## config.mk

```make
export PLATFORM = sky130hd
export DESIGN_NAME = temp_window_slot_allocator
export DESIGN_NICKNAME = d
export VERILOG_FILES = /design/src/twsa_pkg.sv /design/src/temp_window_slot_allocator.sv /design/src/twsa_ram.sv
export SDC_FILE = /design/constraint.sdc
export NUM_CORES = 1
export LEC_CHECK = 0
export ABC_AREA = 1
export ABC_CLOCK_PERIOD_IN_PS = 11500
export BUFFER_PORTS_ARGS = -buffer_cell sky130_fd_sc_hd__clkbuf_2
export CAP_MARGIN = 20
export CORE_ASPECT_RATIO = 1.1
export CORE_MARGIN = 2
export CORE_UTILIZATION = 61
export DETAILED_ROUTE_END_ITERATION = 8
export GPL_TIMING_DRIVEN = 1
export PLACE_DENSITY = 0.83
export SLEW_MARGIN = 20
export SYNTH_ARGS = -nofsm -noshare
export SYNTH_HDL_FRONTEND = slang
export SYNTH_SLANG_ARGS = --single-unit
```

## constraint.sdc

```tcl
create_clock -name i_clk -period 11.5 [get_ports i_clk]
set_input_delay 0 -clock i_clk [delete_from_list [all_inputs] [get_ports i_clk]]
set_output_delay 0 -clock i_clk [all_outputs]
set_load 0.005 [all_outputs]
```

## src/twsa_pkg.sv

```systemverilog
// Package for the temporary window slot allocator.
// Holds the sizing constants, codes, state type and bitmap helper functions.
// No dependencies.
package twsa_pkg;

    localparam int SLOTS        = 512;
    localparam int ROW_W        = 64;
    localparam int ROWS         = SLOTS / ROW_W;
    localparam int ROW_AW       = (ROWS > 1) ? $clog2(ROWS) : 1;
    localparam int POS_W        = 6;
    localparam int SLOT_W       = 9;
    localparam int NF_W         = 10;
    localparam int RESERVED     = SLOTS - 1;
    localparam int RES_ROW      = RESERVED / ROW_W;
    localparam int RES_POS      = RESERVED % ROW_W;

    localparam logic [63:0] WIN_BASE = 64'hffff_ffff_ffe0_0000;

    localparam logic KIND_ALLOC   = 1'b0;
    localparam logic KIND_RELEASE = 1'b1;

    localparam logic [1:0] STATUS_OK   = 2'd0;
    localparam logic [1:0] STATUS_FULL = 2'd1;
    localparam logic [1:0] STATUS_BAD  = 2'd2;

    typedef enum logic [2:0] {
        ST_CLEAR,
        ST_IDLE,
        ST_ALLOC,
        ST_SCAN,
        ST_REL
    } t_state;

    function automatic logic [ROW_W-1:0] reserved_mask(input logic [ROW_AW-1:0] row);
        logic [ROW_W-1:0] m;
        m = '0;
        if (row == ROW_AW'(RES_ROW)) begin
            m[RES_POS] = 1'b1;
        end
        return m;
    endfunction

    function automatic logic [POS_W-1:0] lowest_one(input logic [ROW_W-1:0] v);
        logic [ROW_W-1:0] iso;
        logic [POS_W-1:0] idx;
        iso = v & (~v + ROW_W'(1));
        idx = '0;
        for (int i = 0; i < ROW_W; i++) begin
            if (iso[i]) begin
                idx = idx | POS_W'(i);
            end
        end
        return idx;
    endfunction

endpackage

```

## src/temp_window_slot_allocator.sv

```systemverilog
// Temporary window slot allocator: present bits of the slots live in a
// bitmap RAM (one row of 64 slots per word), read, modified and written back.
// A full or bad request strobes its result in the cycle after accept.
// Busy: release is busy in ST_REL; allocate is busy in ST_ALLOC and ST_SCAN while the
// free-slot scan walks one bitmap row per cycle (1 to ROWS = 8); results never stall.
// Reset: synchronous; a clearing pass over all ROWS (8) rows zeroes the bitmap, busy high.
module temp_window_slot_allocator (
    input  logic        i_clk,
    input  logic        i_rst_n,
    input  logic        start,
    output logic        busy,
    input  logic        i_kind,
    input  logic [51:0] i_frame_address,
    input  logic        i_allow_write,
    input  logic        i_allow_user,
    input  logic        i_allow_execute,
    input  logic [63:0] i_release_address,
    output logic        o_valid,
    output logic [63:0] o_window_address,
    output logic [63:0] o_entry_word,
    output logic        o_invalidate,
    output logic [1:0]  o_status
);
    import twsa_pkg::*;

    t_state               r_state, n_state;
    logic [ROW_AW-1:0]    r_row, n_row;
    logic [NF_W-1:0]      r_next_free, n_next_free;
    logic [SLOT_W-1:0]    r_slot, n_slot;
    logic [63:0]          r_word, n_word;
    logic                 r_valid, n_valid;
    logic [63:0]          r_waddr, n_waddr;
    logic [63:0]          r_entry, n_entry;
    logic                 r_inval, n_inval;
    logic [1:0]           r_status, n_status;

    logic                 ram_we;
    logic [ROW_AW-1:0]    ram_waddr;
    logic [ROW_W-1:0]     ram_wdata;
    logic [ROW_AW-1:0]    ram_raddr;
    logic [ROW_W-1:0]     ram_rdata;

    logic                 accept;
    logic                 is_full;
    logic [SLOT_W-1:0]    rel_slot;
    logic                 rel_bad;
    logic                 req_err;
    logic [POS_W-1:0]     slot_pos;
    logic [ROW_W-1:0]     slot_bit;
    logic [ROW_W-1:0]     row_set;
    logic [ROW_W-1:0]     above;
    logic [ROW_W-1:0]     free_vec;
    logic                 scan_hit;
    logic                 last_row;
    logic [NF_W-1:0]      hit_slot;

    twsa_ram #(
        .WIDTH(ROW_W),
        .DEPTH(ROWS)
    ) u_bitmap (
        .i_clk   (i_clk),
        .i_we    (ram_we),
        .i_waddr (ram_waddr),
        .i_wdata (ram_wdata),
        .i_raddr (ram_raddr),
        .o_rdata (ram_rdata)
    );

    assign busy     = (r_state != ST_IDLE);
    assign accept   = start && !busy;
    assign is_full  = (r_next_free >= NF_W'(SLOTS));
    assign rel_slot = i_release_address[20:12];
    assign rel_bad  = (i_release_address[63:21] != '1) || (rel_slot >= SLOT_W'(RESERVED));
    assign req_err  = (i_kind == KIND_ALLOC) ? is_full : rel_bad;

    assign slot_pos = r_slot[POS_W-1:0];
    assign slot_bit = ROW_W'(1) << slot_pos;
    assign row_set  = ram_rdata | slot_bit;
    assign above    = ({ROW_W{1'b1}} << slot_pos) << 1;
    assign free_vec = ((r_state == ST_ALLOC) ? (~row_set & above) : ~ram_rdata)
                      & ~reserved_mask(r_row);
    assign scan_hit = (free_vec != '0);
    assign last_row = (r_row == ROW_AW'(ROWS - 1));
    assign hit_slot = (NF_W'(r_row) << POS_W) | NF_W'(lowest_one(free_vec));

    always_comb begin
        n_state = r_state;
        unique case (r_state)
            ST_CLEAR: begin
                if (last_row) begin
                    n_state = ST_IDLE;
                end
            end
            ST_IDLE: begin
                if (accept && !req_err) begin
                    n_state = (i_kind == KIND_ALLOC) ? ST_ALLOC : ST_REL;
                end
            end
            ST_ALLOC, ST_SCAN: begin
                if (scan_hit || last_row) begin
                    n_state = ST_IDLE;
                end else begin
                    n_state = ST_SCAN;
                end
            end
            ST_REL: begin
                n_state = ST_IDLE;
            end
            default: begin
                n_state = ST_IDLE;
            end
        endcase
    end

    always_comb begin
        n_row       = r_row;
        n_next_free = r_next_free;
        n_slot      = r_slot;
        n_word      = r_word;
        n_valid     = 1'b0;
        n_waddr     = '0;
        n_entry     = '0;
        n_inval     = 1'b0;
        n_status    = STATUS_OK;
        ram_we      = 1'b0;
        ram_waddr   = r_row;
        ram_wdata   = '0;
        ram_raddr   = r_row;
        unique case (r_state)
            ST_CLEAR: begin
                ram_we = 1'b1;
                n_row  = r_row + ROW_AW'(1);
            end
            ST_IDLE: begin
                if (accept) begin
                    if (req_err) begin
                        n_valid  = 1'b1;
                        n_status = (i_kind == KIND_ALLOC) ? STATUS_FULL : STATUS_BAD;
                    end else if (i_kind == KIND_ALLOC) begin
                        n_slot    = r_next_free[SLOT_W-1:0];
                        n_row     = r_next_free[POS_W +: ROW_AW];
                        ram_raddr = r_next_free[POS_W +: ROW_AW];
                        n_word    = {~i_allow_execute, 11'b0, i_frame_address[51:12], 9'b0,
                                     i_allow_user, i_allow_write, 1'b1};
                    end else begin
                        n_slot    = rel_slot;
                        n_row     = rel_slot[POS_W +: ROW_AW];
                        ram_raddr = rel_slot[POS_W +: ROW_AW];
                    end
                end
            end
            ST_ALLOC, ST_SCAN: begin
                if (r_state == ST_ALLOC) begin
                    n_valid   = 1'b1;
                    n_waddr   = WIN_BASE | {43'b0, r_slot, 12'b0};
                    n_entry   = r_word;
                    ram_we    = 1'b1;
                    ram_wdata = row_set;
                end
                if (scan_hit) begin
                    n_next_free = hit_slot;
                end else if (last_row) begin
                    n_next_free = NF_W'(SLOTS);
                end else begin
                    n_row     = r_row + ROW_AW'(1);
                    ram_raddr = r_row + ROW_AW'(1);
                end
            end
            ST_REL: begin
                n_valid   = 1'b1;
                n_inval   = 1'b1;
                ram_we    = 1'b1;
                ram_wdata = ram_rdata & ~slot_bit;
                if (NF_W'(r_slot) < r_next_free) begin
                    n_next_free = NF_W'(r_slot);
                end
            end
            default: begin
                n_valid = 1'b0;
            end
        endcase
    end

    always_ff @(posedge i_clk) begin
        if (!i_rst_n) begin
            r_state     <= ST_CLEAR;
            r_row       <= '0;
            r_next_free <= '0;
            r_valid     <= 1'b0;
        end else begin
            r_state     <= n_state;
            r_row       <= n_row;
            r_next_free <= n_next_free;
            r_valid     <= n_valid;
        end
        r_slot   <= n_slot;
        r_word   <= n_word;
        r_waddr  <= n_waddr;
        r_entry  <= n_entry;
        r_inval  <= n_inval;
        r_status <= n_status;
    end

    assign o_valid          = r_valid;
    assign o_window_address = r_waddr;
    assign o_entry_word     = r_entry;
    assign o_invalidate     = r_inval;
    assign o_status         = r_status;

endmodule

```

## src/twsa_ram.sv

```systemverilog
// Generic simple dual-port RAM with one write port and a registered read port.
// No dependencies.
module twsa_ram #(
    parameter int WIDTH = 64,
    parameter int DEPTH = 8
) (
    input  logic                     i_clk,
    input  logic                     i_we,
    input  logic [$clog2(DEPTH)-1:0] i_waddr,
    input  logic [WIDTH-1:0]         i_wdata,
    input  logic [$clog2(DEPTH)-1:0] i_raddr,
    output logic [WIDTH-1:0]         o_rdata
);

    logic [WIDTH-1:0] r_mem [DEPTH];

    always_ff @(posedge i_clk) begin
        if (i_we) begin
            r_mem[i_waddr] <= i_wdata;
        end
        o_rdata <= r_mem[i_raddr];
    end

endmodule

```

==> impl_metrics.ini <==
[route]
via_count = 27600
first_pass_iters = 6
antenna_violating_nets_post_route = 0
detail_route.iter0.violations = 3212
remaining_drc_errors = 0
drt-wirelength-per-cell_um = 21.0
drt-vias-per-instance = 5.68
detail_route.wirelength_um = 102000

[min_path]
min_path_type = in2reg

[final_layout]
post-route-cell-area_sq_um = 37800
nNetsFinal = 4200
fin_cells = 4860
multi_input_area_sq_um = 10300
layout-drive-gt1-share = 0.100
layout.cells.most_common_list = 924 x nand2_1, 740 x inv_1, 631 x nand3_1
num-fill-cells = 3969
layout-area-overhead-vs-synth_pct = 11.0
sequential_cell_area_sq_um = 19700
final_common_cell = nand2_1

[timing]
slew_viol_final = 0
finalCritPeriodShare = 0.540
post-route-worst-setup-slack_ns = 5.30
worst_skew_ns = 0.0236
report.final.hold_viol_count = 0
max_slew_margin = 0.232
unrepaired_setup_endpoints_after_global_routing = no
max_slew.worst_pin.slew_ns = 1.14
fin_setup_tns_ns = 0
setup_viol_count_final = 0
timing.final.crit_period_ns = 6.21
maxClockFrequency_mhz = 161

[critical_path]
path_cells = inv_2 -> nand3_4 -> buf_4 -> nor2_1 -> nand2_1 -> nand3_1 -> nand3_1 -> nor2_1 -> nand2_1 -> nor2_2 -> nand3_2 -> nand2_1 -> nand3_2 -> nand3_4 -> buf_12 -> buf_4 -> nand3_1 -> nand3_1 -> nand2_1 -> nand2_1 -> nand2_1
critical_path.top_delay_family = simple AND/OR/NAND/NOR gates
cp_num_buf_inv = 4
timing.critical_path.arrival_ns = 6.71
cpMostUsedCell = nand2_1
crit_type = reg2reg
critPathLaunchType = register
critPathMaxFanout = 175
worst_ep_required_time_ns = 12.01
crit_path_top_delay_cell = buf_4
worst_setup_path_end_kind = register
critical-path-max-stage-delay_ns = 0.82

[cts]
post_cts_resize_count = 0
insertion_delay_ns = 0.63
cts_tree = done
post_cts.repair.setup_buffers = 0
h-tree-depth = 3
cts_max_path_buffers = 3
cts-buffers-inserted = 69
cts.reportedPaths.clkPinSlew_ns = 0.06
root_buffer = clkbuf_16
cts.sink_count = 702

[yosys]
synthAdderAreaFrac = 0.00404
post_synth_xor_area_fraction = 0.000257
ys_seq_elements = 702
async_flop_share = 0
synth_enable_flop_cells = 564
synth_top_family_by_area = simple AND/OR/NAND/NOR gates
yosys_warnings = 0
yosys-top-cells-area = edfxtp_1 50%, nand2_1 10%, nand3_1 9.3%
synth_seq_area_share = 0.579
yosys-mux-area-fraction = 0
count_of_mapped_cells_out_of_synthesis = 3910
post_synth.cell_area_avg_sq_um = 8.71
synthDominantAreaCellType = edfxtp_1
synth-compound-area-share = 0.0365
synth_simple_gate_area_frac = 0.253
synth_cell_types = 45
synth_ff_type = edfxtp_1
synth.top_cell.area_share = 0.498
syn-cell-area_sq_um = 34000

[floorplanning]
core.rowCount = 90
dieWidth_um = 229
fp.dieH_um = 252
die_area_sq_um = 57700
start_util = 0.619
placeableCoreArea_sq_um = 55000
io_pins = 256

[run]
max_cap_viol_count = 0

[power]
static-leakage-power_nw = 17.5
p_per_area_nw_per_um2 = 157
report.power.total_mw = 5.95
vdd_ir_drop_max_uv = 171

[grt]
grt.overflow.total = 0
antenna_found_initial = 3
grt_pass1_vias = 26100
grt_use_total = 0.345
grt_start_max_net_pins = 176
first_pass_grt_wire_length_um = 151000

[placed_design]
routabilityCongestion = 1.03
placed_cells_incl_taps = 4663
port_buffers = 199
hpwlAfterDp_um = 61700
dp_slack_ns = 5.57
post_dp_cell_area_sq_um = 35000

[run_status]
status = completed
[synthesized netlist by cell type (all sizes together) (3+ instances only)]
cell type	count
ha	11
or2	8
nand2	931
nor3b	3
o31ai	33
edfxtp	564
nand4	50
nor4	6
nand3b	8
nor2	302
buf	193
clkbuf	52
a21oi	45
o21ai	91
o211ai	3
nand3	640
a31oi	3
nor3	30
inv	759
dfxtp	138
o22ai	4
o21bai	5
a31o	14
[stage by stage]
step                utilization  hold WS (ns)
floorplan                     -        0.0989
global placement          0.636         0.177
detailed placement        0.636         0.179
CTS                       0.687        0.0594
global route              0.688        0.0853
finish                    0.688        0.0859
[state kept, by name, summed over array words and instances, names as in the netlist, 3 cells and up]
signal,flops
u_bitmap.r_mem,512
u_bitmap.o_rdata,64
o_entry_word,44
r_word,43
o_window_address,10
r_next_free,10
r_slot,9
r_row,3
r_state,3
[worst paths after layout]
check,startpoint,to,slack [ns],cells past startpoint
setup / recovery,r_state[2]$_SDFFE_PN0P_,u_bitmap.o_rdata[17]$_DFF_P_,5.30,21
hold / removal,i_frame_address[40],r_word[40]$_DFFE_PP_,0.09,2
setup reg to reg,r_state[2]$_SDFFE_PN0P_,u_bitmap.o_rdata[17]$_DFF_P_,5.30,21
hold reg to reg,r_word[32]$_DFFE_PP_,o_entry_word[32]$_SDFF_PN0_,0.47,2
[final cells by class]
type	count	area share
antenna	3	0.000199
clock buffer	99	0.0497
clock inverter	27	0.00639
inverter	761	0.0757
multi-input combinational	2233	0.271
sequential	702	0.521
tap	736	0.0244
timing repair buffer	299	0.0510
[where the power goes]
group	internal, mW	switching (mW)	total, mW
registers	2.89	0.0733	2.96
logic	0.230	0.607	0.837
clock network	1.18	0.973	2.15
total	4.29	1.65	5.95
[cells by family (layout without fill, tap and decap cells)]
kind of cell             after synthesis  in the layout
AND/OR/NAND/NOR                     1981           1981
other                                  1             35
flip-flops                           702            702
AO/OA/AOI/OAI                        208            208
buffers and inverters               1006           1186
adder cells (fa/ha/maj)               11             11
XOR/XNOR                               1              1
[per-layer routing]
layer  track usage  part of all wire
met4         0.171             0.044
met5             0                 0
met2         0.573              0.49
met3        0.0506             0.090
met1         0.446              0.38
[what timing repair did]
| action | in CTS | in global routing |
|---|---|---|
| hold buffers | 67 | 0 |
| hold endpoints to repair | 71 | 0 |
| setup endpoints to repair | 0 | 0 |
Power figures use the tool's default switching activity.
